File: config.mk
export PLATFORM = sky130hd
export DESIGN_NAME = uart_rx_tx_ring_buffers
export DESIGN_NICKNAME = d
export VERILOG_FILES = /design/src/hdl/uartrb_pkg.sv /design/src/hdl/uartrb_ram.sv /design/src/hdl/uart_rx_tx_ring_buffers.sv
export SDC_FILE = /design/constraint.sdc
export NUM_CORES = 1
export LEC_CHECK = 0
export BUFFER_PORTS_ARGS = -buffer_cell sky130_fd_sc_hd__buf_2
export CAP_MARGIN = 5
export CORE_ASPECT_RATIO = 0.7
export CORE_UTILIZATION = 35
export CTS_CLUSTER_DIAMETER = 120
export DETAILED_ROUTE_END_ITERATION = 8
export PLACE_DENSITY = 0.52
export SETUP_SLACK_MARGIN = 0.02
export SYNTH_ARGS = -nofsm -noshare
export SYNTH_HDL_FRONTEND = slang
export SYNTH_SLANG_ARGS = --single-unit
File: constraint.sdc
create_clock -name clk -period 7.14 [get_ports clk]
set_clock_uncertainty 0.2 [all_clocks]
set_input_delay 0.714 -clock clk [delete_from_list [all_inputs] [get_ports clk]]
set_output_delay 0.714 -clock clk [all_outputs]
set_load 0.05 [all_outputs]
File: src/hdl/uartrb_pkg.sv
// Types and constants shared by the UART ring buffer block.
`timescale 1ns / 1ps
`default_nettype none

package uartrb_pkg;

    typedef enum logic [1:0] {
        OP_HOST_WRITE = 2'd0,
        OP_HOST_READ  = 2'd1,
        OP_LINE_RX    = 2'd2,
        OP_TX_READY   = 2'd3
    } opcode_t;

    localparam int unsigned BYTE_W = 8;

    typedef logic [BYTE_W-1:0] byte_t;

endpackage

`default_nettype wire

File: src/hdl/uartrb_ram.sv
// Generic single-write, single-read RAM with a registered read port.
`timescale 1ns / 1ps
`default_nettype none

module uartrb_ram #(
    parameter int unsigned WIDTH = 8,
    parameter int unsigned DEPTH = 64
) (
    input  wire logic                                    clk,
    input  wire logic                                    we,
    input  wire logic [((DEPTH > 1) ? $clog2(DEPTH) : 1)-1:0] waddr,
    input  wire logic [WIDTH-1:0]                        wdata,
    input  wire logic                                    re,
    input  wire logic [((DEPTH > 1) ? $clog2(DEPTH) : 1)-1:0] raddr,
    output logic      [WIDTH-1:0]                        rdata
);

    logic [WIDTH-1:0] mem_reg [DEPTH];
    logic [WIDTH-1:0] rdata_reg;

    always_ff @(posedge clk)
    begin
        if (we)
        begin
            mem_reg[waddr] <= wdata;
        end
        if (re)
        begin
            rdata_reg <= mem_reg[raddr];
        end
    end

    assign rdata = rdata_reg;

endmodule

`default_nettype wire

File: src/hdl/uart_rx_tx_ring_buffers.sv
// Top level of the UART receive and transmit ring buffers.
// The input channel (in_valid, in_ready, opcode, data_in) carries one event per word:
// a host write, a host read, a received line byte or a transmitter-ready event.
// The output channel (out_valid, out_ready and the result ports) returns exactly
// one result word for every accepted event, in order.
// The result of an event is registered at the edge that accepts it.
// Throughput is one event per cycle while results are taken; the ring state updates in the accepting cycle
// and each ring's RAM reads its head entry into its registered read port.
// A full or empty ring never stalls the input: a refused push is flagged, an empty pop returns no byte.
// When the receiver stalls, the result word holds and in_ready falls until it is taken.
// Reset empties both rings, zeroes the pointers and clears the interrupt enable;
// the ring storage itself is not cleared, and no pop can reach an unwritten entry.
`timescale 1ns / 1ps
`default_nettype none

module uart_rx_tx_ring_buffers #(
    parameter int unsigned RX_DEPTH = 64,
    parameter int unsigned TX_DEPTH = 64
) (
    input  wire logic              clk,
    input  wire logic              rst_n,
    input  wire logic              in_valid,
    output logic                   in_ready,
    input  wire uartrb_pkg::opcode_t opcode,
    input  wire uartrb_pkg::byte_t data_in,
    output logic                   out_valid,
    input  wire logic              out_ready,
    output uartrb_pkg::byte_t      read_data,
    output logic                   read_valid,
    output uartrb_pkg::byte_t      line_tx_data,
    output logic                   line_tx_valid,
    output logic                   write_refused,
    output logic                   rx_overflow,
    output logic                   rx_is_empty,
    output logic                   tx_is_empty,
    output logic                   tx_irq_enable
);

    import uartrb_pkg::*;

    localparam int unsigned RX_AW = (RX_DEPTH > 1) ? $clog2(RX_DEPTH) : 1;
    localparam int unsigned TX_AW = (TX_DEPTH > 1) ? $clog2(TX_DEPTH) : 1;
    localparam logic [RX_AW-1:0] RX_LAST = RX_AW'(RX_DEPTH - 1);
    localparam logic [TX_AW-1:0] TX_LAST = TX_AW'(TX_DEPTH - 1);

    logic [RX_AW-1:0] rx_head_reg, rx_head_next, rx_tail_reg, rx_tail_next;
    logic [TX_AW-1:0] tx_head_reg, tx_head_next, tx_tail_reg, tx_tail_next;
    logic [RX_AW-1:0] rx_head_inc, rx_tail_inc;
    logic [TX_AW-1:0] tx_head_inc, tx_tail_inc;
    logic rx_vacant_reg, rx_vacant_next;
    logic tx_vacant_reg, tx_vacant_next;
    logic tx_en_reg, tx_en_next;
    logic out_valid_reg, out_valid_next;
    logic rd_v_reg, rd_v_next;
    logic tx_v_reg, tx_v_next;
    logic refused_reg, refused_next;
    logic ovf_reg, ovf_next;
    logic accept;
    logic rx_full, tx_full;
    logic rx_we, rx_re, tx_we, tx_re;
    byte_t rx_rdata, tx_rdata;

    assign in_ready = !out_valid_reg || out_ready;
    assign accept   = in_valid && in_ready;

    assign rx_full = !rx_vacant_reg && (rx_head_reg == rx_tail_reg);
    assign tx_full = !tx_vacant_reg && (tx_head_reg == tx_tail_reg);

    assign rx_head_inc = (rx_head_reg == RX_LAST) ? '0 : rx_head_reg + 1'b1;
    assign rx_tail_inc = (rx_tail_reg == RX_LAST) ? '0 : rx_tail_reg + 1'b1;
    assign tx_head_inc = (tx_head_reg == TX_LAST) ? '0 : tx_head_reg + 1'b1;
    assign tx_tail_inc = (tx_tail_reg == TX_LAST) ? '0 : tx_tail_reg + 1'b1;

    assign rx_we = accept && (opcode == OP_LINE_RX) && !rx_full;
    assign rx_re = accept && (opcode == OP_HOST_READ) && !rx_vacant_reg;
    assign tx_we = accept && (opcode == OP_HOST_WRITE) && !tx_full;
    assign tx_re = accept && (opcode == OP_TX_READY) && !tx_vacant_reg;

    always_comb
    begin
        rx_head_next   = rx_head_reg;
        rx_tail_next   = rx_tail_reg;
        tx_head_next   = tx_head_reg;
        tx_tail_next   = tx_tail_reg;
        rx_vacant_next = rx_vacant_reg;
        tx_vacant_next = tx_vacant_reg;
        tx_en_next     = tx_en_reg;
        out_valid_next = out_valid_reg && !out_ready;
        rd_v_next      = rd_v_reg;
        tx_v_next      = tx_v_reg;
        refused_next   = refused_reg;
        ovf_next       = ovf_reg;
        if (accept)
        begin
            out_valid_next = 1'b1;
            rd_v_next      = rx_re;
            tx_v_next      = tx_re;
            refused_next   = 1'b0;
            ovf_next       = 1'b0;
            case (opcode)
                OP_HOST_WRITE:
                begin
                    if (tx_full)
                    begin
                        refused_next = 1'b1;
                    end
                    else
                    begin
                        tx_tail_next   = tx_tail_inc;
                        tx_vacant_next = 1'b0;
                        tx_en_next     = 1'b1;
                    end
                end
                OP_HOST_READ:
                begin
                    if (!rx_vacant_reg)
                    begin
                        rx_head_next = rx_head_inc;
                        if (rx_head_inc == rx_tail_reg)
                        begin
                            rx_vacant_next = 1'b1;
                        end
                    end
                end
                OP_LINE_RX:
                begin
                    if (rx_full)
                    begin
                        ovf_next = 1'b1;
                    end
                    else
                    begin
                        rx_tail_next   = rx_tail_inc;
                        rx_vacant_next = 1'b0;
                    end
                end
                OP_TX_READY:
                begin
                    if (tx_vacant_reg)
                    begin
                        tx_en_next = 1'b0;
                    end
                    else
                    begin
                        tx_head_next = tx_head_inc;
                        if (tx_head_inc == tx_tail_reg)
                        begin
                            tx_vacant_next = 1'b1;
                            tx_en_next     = 1'b0;
                        end
                    end
                end
                default:
                begin
                    out_valid_next = 1'b1;
                end
            endcase
        end
    end

    always_ff @(posedge clk or negedge rst_n)
    begin
        if (!rst_n)
        begin
            rx_head_reg   <= '0;
            rx_tail_reg   <= '0;
            tx_head_reg   <= '0;
            tx_tail_reg   <= '0;
            rx_vacant_reg <= 1'b1;
            tx_vacant_reg <= 1'b1;
            tx_en_reg     <= 1'b0;
            out_valid_reg <= 1'b0;
            rd_v_reg      <= 1'b0;
            tx_v_reg      <= 1'b0;
            refused_reg   <= 1'b0;
            ovf_reg       <= 1'b0;
        end
        else
        begin
            rx_head_reg   <= rx_head_next;
            rx_tail_reg   <= rx_tail_next;
            tx_head_reg   <= tx_head_next;
            tx_tail_reg   <= tx_tail_next;
            rx_vacant_reg <= rx_vacant_next;
            tx_vacant_reg <= tx_vacant_next;
            tx_en_reg     <= tx_en_next;
            out_valid_reg <= out_valid_next;
            rd_v_reg      <= rd_v_next;
            tx_v_reg      <= tx_v_next;
            refused_reg   <= refused_next;
            ovf_reg       <= ovf_next;
        end
    end

    uartrb_ram #(
        .WIDTH (BYTE_W),
        .DEPTH (RX_DEPTH)
    ) u_rx_ram (
        .clk   (clk),
        .we    (rx_we),
        .waddr (rx_tail_reg),
        .wdata (data_in),
        .re    (rx_re),
        .raddr (rx_head_reg),
        .rdata (rx_rdata)
    );

    uartrb_ram #(
        .WIDTH (BYTE_W),
        .DEPTH (TX_DEPTH)
    ) u_tx_ram (
        .clk   (clk),
        .we    (tx_we),
        .waddr (tx_tail_reg),
        .wdata (data_in),
        .re    (tx_re),
        .raddr (tx_head_reg),
        .rdata (tx_rdata)
    );

    // The ring state always belongs to the most recent accepted word, which is
    // the one held in the output register.
    assign out_valid     = out_valid_reg;
    assign read_valid    = rd_v_reg;
    assign read_data     = rd_v_reg ? rx_rdata : '0;
    assign line_tx_valid = tx_v_reg;
    assign line_tx_data  = tx_v_reg ? tx_rdata : '0;
    assign write_refused = refused_reg;
    assign rx_overflow   = ovf_reg;
    assign rx_is_empty   = rx_vacant_reg;
    assign tx_is_empty   = tx_vacant_reg;
    assign tx_irq_enable = tx_en_reg;

endmodule

`default_nettype wire

Yosys cells after proc, flatten, opt, wreduce, memory -nomap -nowiden --
Memory sizes are Yosys's and may differ from the RTL's. A register that Yosys moved wholly into a read port is not among the register bits. Index checks and enable logic that the tools add are counted.
Storage, ports and cells: bits in registers 32, RAM bits 1024, input port bits 14, output and inout port bits 25, word-level logic and storage cells 92, memories kept 2
Operators by class: add/subtract/negate cells 4, equality and inequality tests 14, multiplexer cells 27, bitwise logic cells 4, reduce and logical (&&, ||, !) cells 29
Memories:
- u_rx_ram.mem_reg | depth 64, width 8, read ports 1, clocked after memory_dff 1, write ports 1, RTL line uartrb_ram.sv:18 | logic [WIDTH-1:0] mem_reg [DEPTH];
- u_tx_ram.mem_reg | depth 64, width 8, read ports 1, clocked after memory_dff 1, write ports 1, RTL line uartrb_ram.sv:18
Operator list (count):
- adder 6 x 1 -> 6 bit (second input constant) | 4
- == test 6 bit | 4
- == test 6 bit (second input constant) | 4
- two-way mux 6 bit | 4
- two-way mux 1 bit | 18
- AND reduction 3 bit | 6
- two-way mux 8 bit | 2
- logical AND 1 bit | 12
- zero test 1 bit | 6
- one-hot mux 1 bit (2 select lines) | 3
- == test 2 bit (second input constant) | 2
- inequality test 2 bit (second input constant) | 2
- inverter 1 bit | 4
- AND reduction 4 bit | 1
- nonzero test 2 bit | 2
- inequality test 3 x 2 -> 1 bit (second input constant) | 1
- == test 2 x 1 -> 1 bit (second input constant) | 1
- zero test 2 bit | 1
- logical OR 1 bit | 1

Depth between registers and ports, before layout --
depth in word-level cells 7, depth in mapped cells 8, depth with buffers taken out 7

Hierarchy --
A second synthesis with hierarchy kept.
Unflattened totals: cell total of the unflattened synthesis 2117, area total of the unflattened synthesis 42633.4 µm²
Modules (own cells, without submodules):
- uartrb_ram | times used 2, cells each 940, area each 20246.9 µm², seq. area each 15615.0 µm²
- uart_rx_tx_ring_buffers | times used 1, cells each 237, area each 2139.6 µm², seq. area each 803.3 µm²

Worst setup path before layout --
OpenSTA, ideal clock, no wires.
kind input to register, start in out_ready, end mem u_rx_ram.mem_reg[55][0], enable pin, library setup time 395 ps, data arrival time 2710 ps, required time 6545 ps, slack 3835 ps, stages on the path 7, buffers on the path 3, cell sequence nand2b_1 buf_2 nand3_1 a21o_1 buf_2 buf_4 nor4_1
On the way: longest elaborated chain between the ends 6
Ends and longest elaborated chain:
- start, declared | RTL line uart_rx_tx_ring_buffers.sv:27 | input wire logic out_ready,
- logical OR 1 bit | RTL line uart_rx_tx_ring_buffers.sv:63 | assign in_ready = !out_valid_reg || out_ready;
- via in_ready | RTL line uart_rx_tx_ring_buffers.sv:23 | output logic in_ready,
- logical AND 1 bit | RTL line uart_rx_tx_ring_buffers.sv:64 | assign accept = in_valid && in_ready;
- logical AND 1 bit (2 in series) | RTL line uart_rx_tx_ring_buffers.sv:74 | assign rx_we = accept && (opcode == OP_LINE_RX) && !rx_full;
- two-way mux 1 bit | RTL line uartrb_ram.sv:23 | if (we)
- two-way mux 1 bit (implied by the code) | RTL line uartrb_ram.sv:25 | mem_reg[waddr] <= wdata;
- end, declared | RTL line uartrb_ram.sv:18
The timed path passes the listed nets, and every way through them passes these cells.

Worst setup path after layout --
start reg rx_head_reg[0], end mem u_rx_ram.mem_reg[34][2], enable pin
On the way: longest elaborated chain between the ends 6
Ends and longest elaborated chain:
- start, declared | RTL line uart_rx_tx_ring_buffers.sv:46 | logic [RX_AW-1:0] rx_head_reg, rx_head_next, rx_tail_reg, rx_tail_next;
- start signal, assigned | RTL line uart_rx_tx_ring_buffers.sv:180 | rx_head_reg <= rx_head_next;
- == test 6 bit | RTL line uart_rx_tx_ring_buffers.sv:66 | assign rx_full = !rx_vacant_reg && (rx_head_reg == rx_tail_reg);
- logical AND 1 bit | RTL line uart_rx_tx_ring_buffers.sv:66
- zero test 1 bit | RTL line uart_rx_tx_ring_buffers.sv:74
- logical AND 1 bit | RTL line uart_rx_tx_ring_buffers.sv:74
- two-way mux 1 bit | RTL line uartrb_ram.sv:23
- two-way mux 1 bit (implied by the code) | RTL line uartrb_ram.sv:25
Every way passes these cells.

==> reports/qor.yml <==
boundaryPins: 39
worstPathArrival_ns: 4.05
floorplan.rows: 106
final_layout_size_suffix_gt1_share_pct: 24.0
final.fill_count: 10500
achievable-frequency_mhz: 254
max-clock-path-buffers: 3
io_buffer_count: 38
synth-seq-area-share_pct: 76.0
viasPerCell: 5.46
cp-end-kind: "flop"
finish.cell_count_without_fillers: 3781
min_from: "in_valid"
setup_repair_after_global_routing_missed_its_margin: "false"
tns_ns: 0
core_area_mm2: 0.119
floorplan.die.height_um: 292
pin_count_of_the_biggest_net_entering_global_routing: 99
cts.root.buffer_cell: "clkbuf_16"
fin_nets: 2146
setup.worst_path.start: "rx_head_reg[0]"
multi_input_area_mm2: 0.00944
timing.slew.headroom_pct: 18.5
overflow: 0
post_cts_hold_buffer_count: 1
hold_path.class: "in -> reg"
diodes: 0
timing.critical_path.required_ns: 7.25
drt_wl_total_um: 103000
synthCells: 2067
final_hold_viol_count: 0
power_leakage_nw: 14.5
timing.rr.start: "rx_head_reg[0]"
synth.net_count: 2089
antenna_found_initial: 0
detailroute.via_count: 20600
gp_congestion: 0.818
grt_pass1_wl_um: 149000
place_hpwl_um: 63200
clk_transition_reported_paths_ns: 0.06
asyncSetResetFlopFracSynth_pct: 2.99
fp.dieW_um: 417
timing.critical_path.fanout_max: 45
cell_depth_of_the_worst_hold_path: 3
drc: 0
mappedNetlistArea_mm2: 0.0422
cts_buffers: 108
worstSetupStartpointType: "flop"
antenna_left: 0
path_class: "reg -> reg"
detail_route.iter0.violations: 2111
fin_crit_sh_pct: 55.2
final_setup_viols: 0
post_synth_num_cell_types: 63
primary_flip_flop_cell_chosen_by_synthesis_mapping: "edfxtp_1"
layout_common_cells: "edfxtp_1, mux4_2, nor2_1"
area.sequential_mm2: 0.0320
cts_tree: "yes"
grt_use_total_pct: 16.9
final-max-slew-violation-count: 0
finalWorstPathRequiredPeriod_ns: 3.94
powerDensity_mw_per_mm2: 343
clock_sink_count: 1072
synth.ff_latch_count: 1072
post_cts.resized_instances: 0
worst_r2r_path_depth: 5
syn_area_per_cell_um2: 20.4
clk-insertion-delay-late_ns: 0.69
fp.dieArea_mm2: 0.122
max_slew.worst_pin.slew_ns: 1.22
max-cap-violations: 0
post_cts_buffers: 0
htree_levels: 3
worst_ir_drop_vdd_uv: 273
dr_wl_cell_um: 27.2
crit-reg2reg-capture: "u_rx_ram.mem_reg[34][2]"
mostFrequentLayoutCell: "edfxtp_1"
placed_cells_incl_taps: 3579
areaGrowthSynthToFinish_pct: 12.8
initial_core_util_pct: 35.3
synth_enable_flop_cells: 1040
hold_path_sink: "out_valid"
r2r_setup_slack_ns: 3.20
run_status: "complete, no violations"
first_global_vias: 20700
synth_warnings: 0
drt-pass1-iter-count: 5
-- critical path, cell delays in order, from the launching register on --
cell,delay (ns)
dfrtp_4,1.05
xor2_1,0.23
nor4_2,0.10
a21o_1,0.52
or4_1,0.73
nor2_1,0.73
-- where the power goes --
group          leakage (nW)  total [W]  internal [W]  switching (W)
registers              9.74    0.00737       0.00701       0.000364
logic                  3.01    0.00331       0.00151        0.00181
clock network          1.71    0.00565       0.00325        0.00240
total                  14.5     0.0163        0.0118        0.00457
-- worst max path at each step --
stage	to	slack [ns]	cells past startpoint
floorplan	u_rx_ram.mem_reg[55][0]	3.83	7
global placement	u_tx_ram.mem_reg[14][0]	3.11	7
detailed placement	u_tx_ram.mem_reg[6][1]	3.12	7
CTS	u_rx_ram.mem_reg[34][1]	3.12	5
global route	u_rx_ram.mem_reg[34][1]	2.87	5
finish	u_rx_ram.mem_reg[34][2]	3.20	5
-- cells by family (layout without fill, tap and decap cells) --
kind of cell	after synthesis	in the layout	synth area share [%]
compound gates	185	185	3.06
mux	283	283	14.3
xor+xnor	27	27	0.561
simple gates	352	352	4.03
fa+ha+maj	8	8	0.237
buf+inv	140	288	1.76
flops	1072	1072	76.0
-- routing by layer --
metal | wire (µm) | track usage, % | up-vias | part of all wire [%]
met5 | 0 | 0 | - | 0
met4 | 1950 | 4.01 | 0 | 1.9
met3 | 9690 | 5.27 | 125 | 9.4
met2 | 44000 | 23.5 | 757 | 43
met1 | 47100 | 25.7 | 11100 | 46
li1 | - | - | 8703 | -
-- synth_stat cells, drive strengths merged (3+ instances only) --
cell type     n  area, µm²
clkbuf       48        180
o31ai        11       82.6
nand2        62        233
o221ai       17        149
o21a          3       22.5
nor4         35        231
edfxtp     1040      31200
a21oi        15       82.6
nor2        142        533
nor2b         5       31.3
a22o          8       70.1
nand3        22        110
a21o          5       37.5
nor3         18       90.1
o2111ai       8       70.1
or2           7       43.8
nand4b        6       52.6
mux2i        18        180
o22ai        73        457
o22a          8       70.1
buf          80        518
dfrtp        30        751
and2         20        125
mux4        256       5770
nand4         4       25.0
o21ai        18       90.1
a31oi         3       18.8
nand2b        8       50.1
mux2          9        101
nand3b        6       45.0
or3           7       43.8
a211o         3       26.3
xnor2        13        114
xor2         14        123
ha            8        100
inv          12       45.0
-- metrics by stage --
| stage | setup slack [ns] | hold slack (ns) | total power, W | utilization (%) | area, µm² |
|---|---|---|---|---|---|
| finish | 3.20 | 0.176 | 0.0163 | 39.8 | 47500 |
| global route | 2.87 | 0.162 | 0.0169 | 39.8 | 47500 |
| CTS | 3.12 | 0.120 | 0.0165 | 39.8 | 47500 |
| detailed placement | 3.12 | 0.285 | 0.0109 | 36.9 | 44000 |
| global placement | 3.11 | 0.288 | 0.0108 | 36.9 | 44000 |
| floorplan | 3.83 | 0.218 | 0.00985 | - | 42200 |
-- area by class of cell --
| type | count | area share (%) |
|---|---|---|
| clock buffer | 130 | 5.93 |
| inverter | 12 | 0.0948 |
| multi-input combinational | 855 | 19.9 |
| sequential | 1072 | 67.4 |
| tap | 1566 | 4.12 |
| timing repair buffer | 75 | 1.08 |
| clock inverter | 71 | 1.49 |
(Power assumes the default switching activity.)
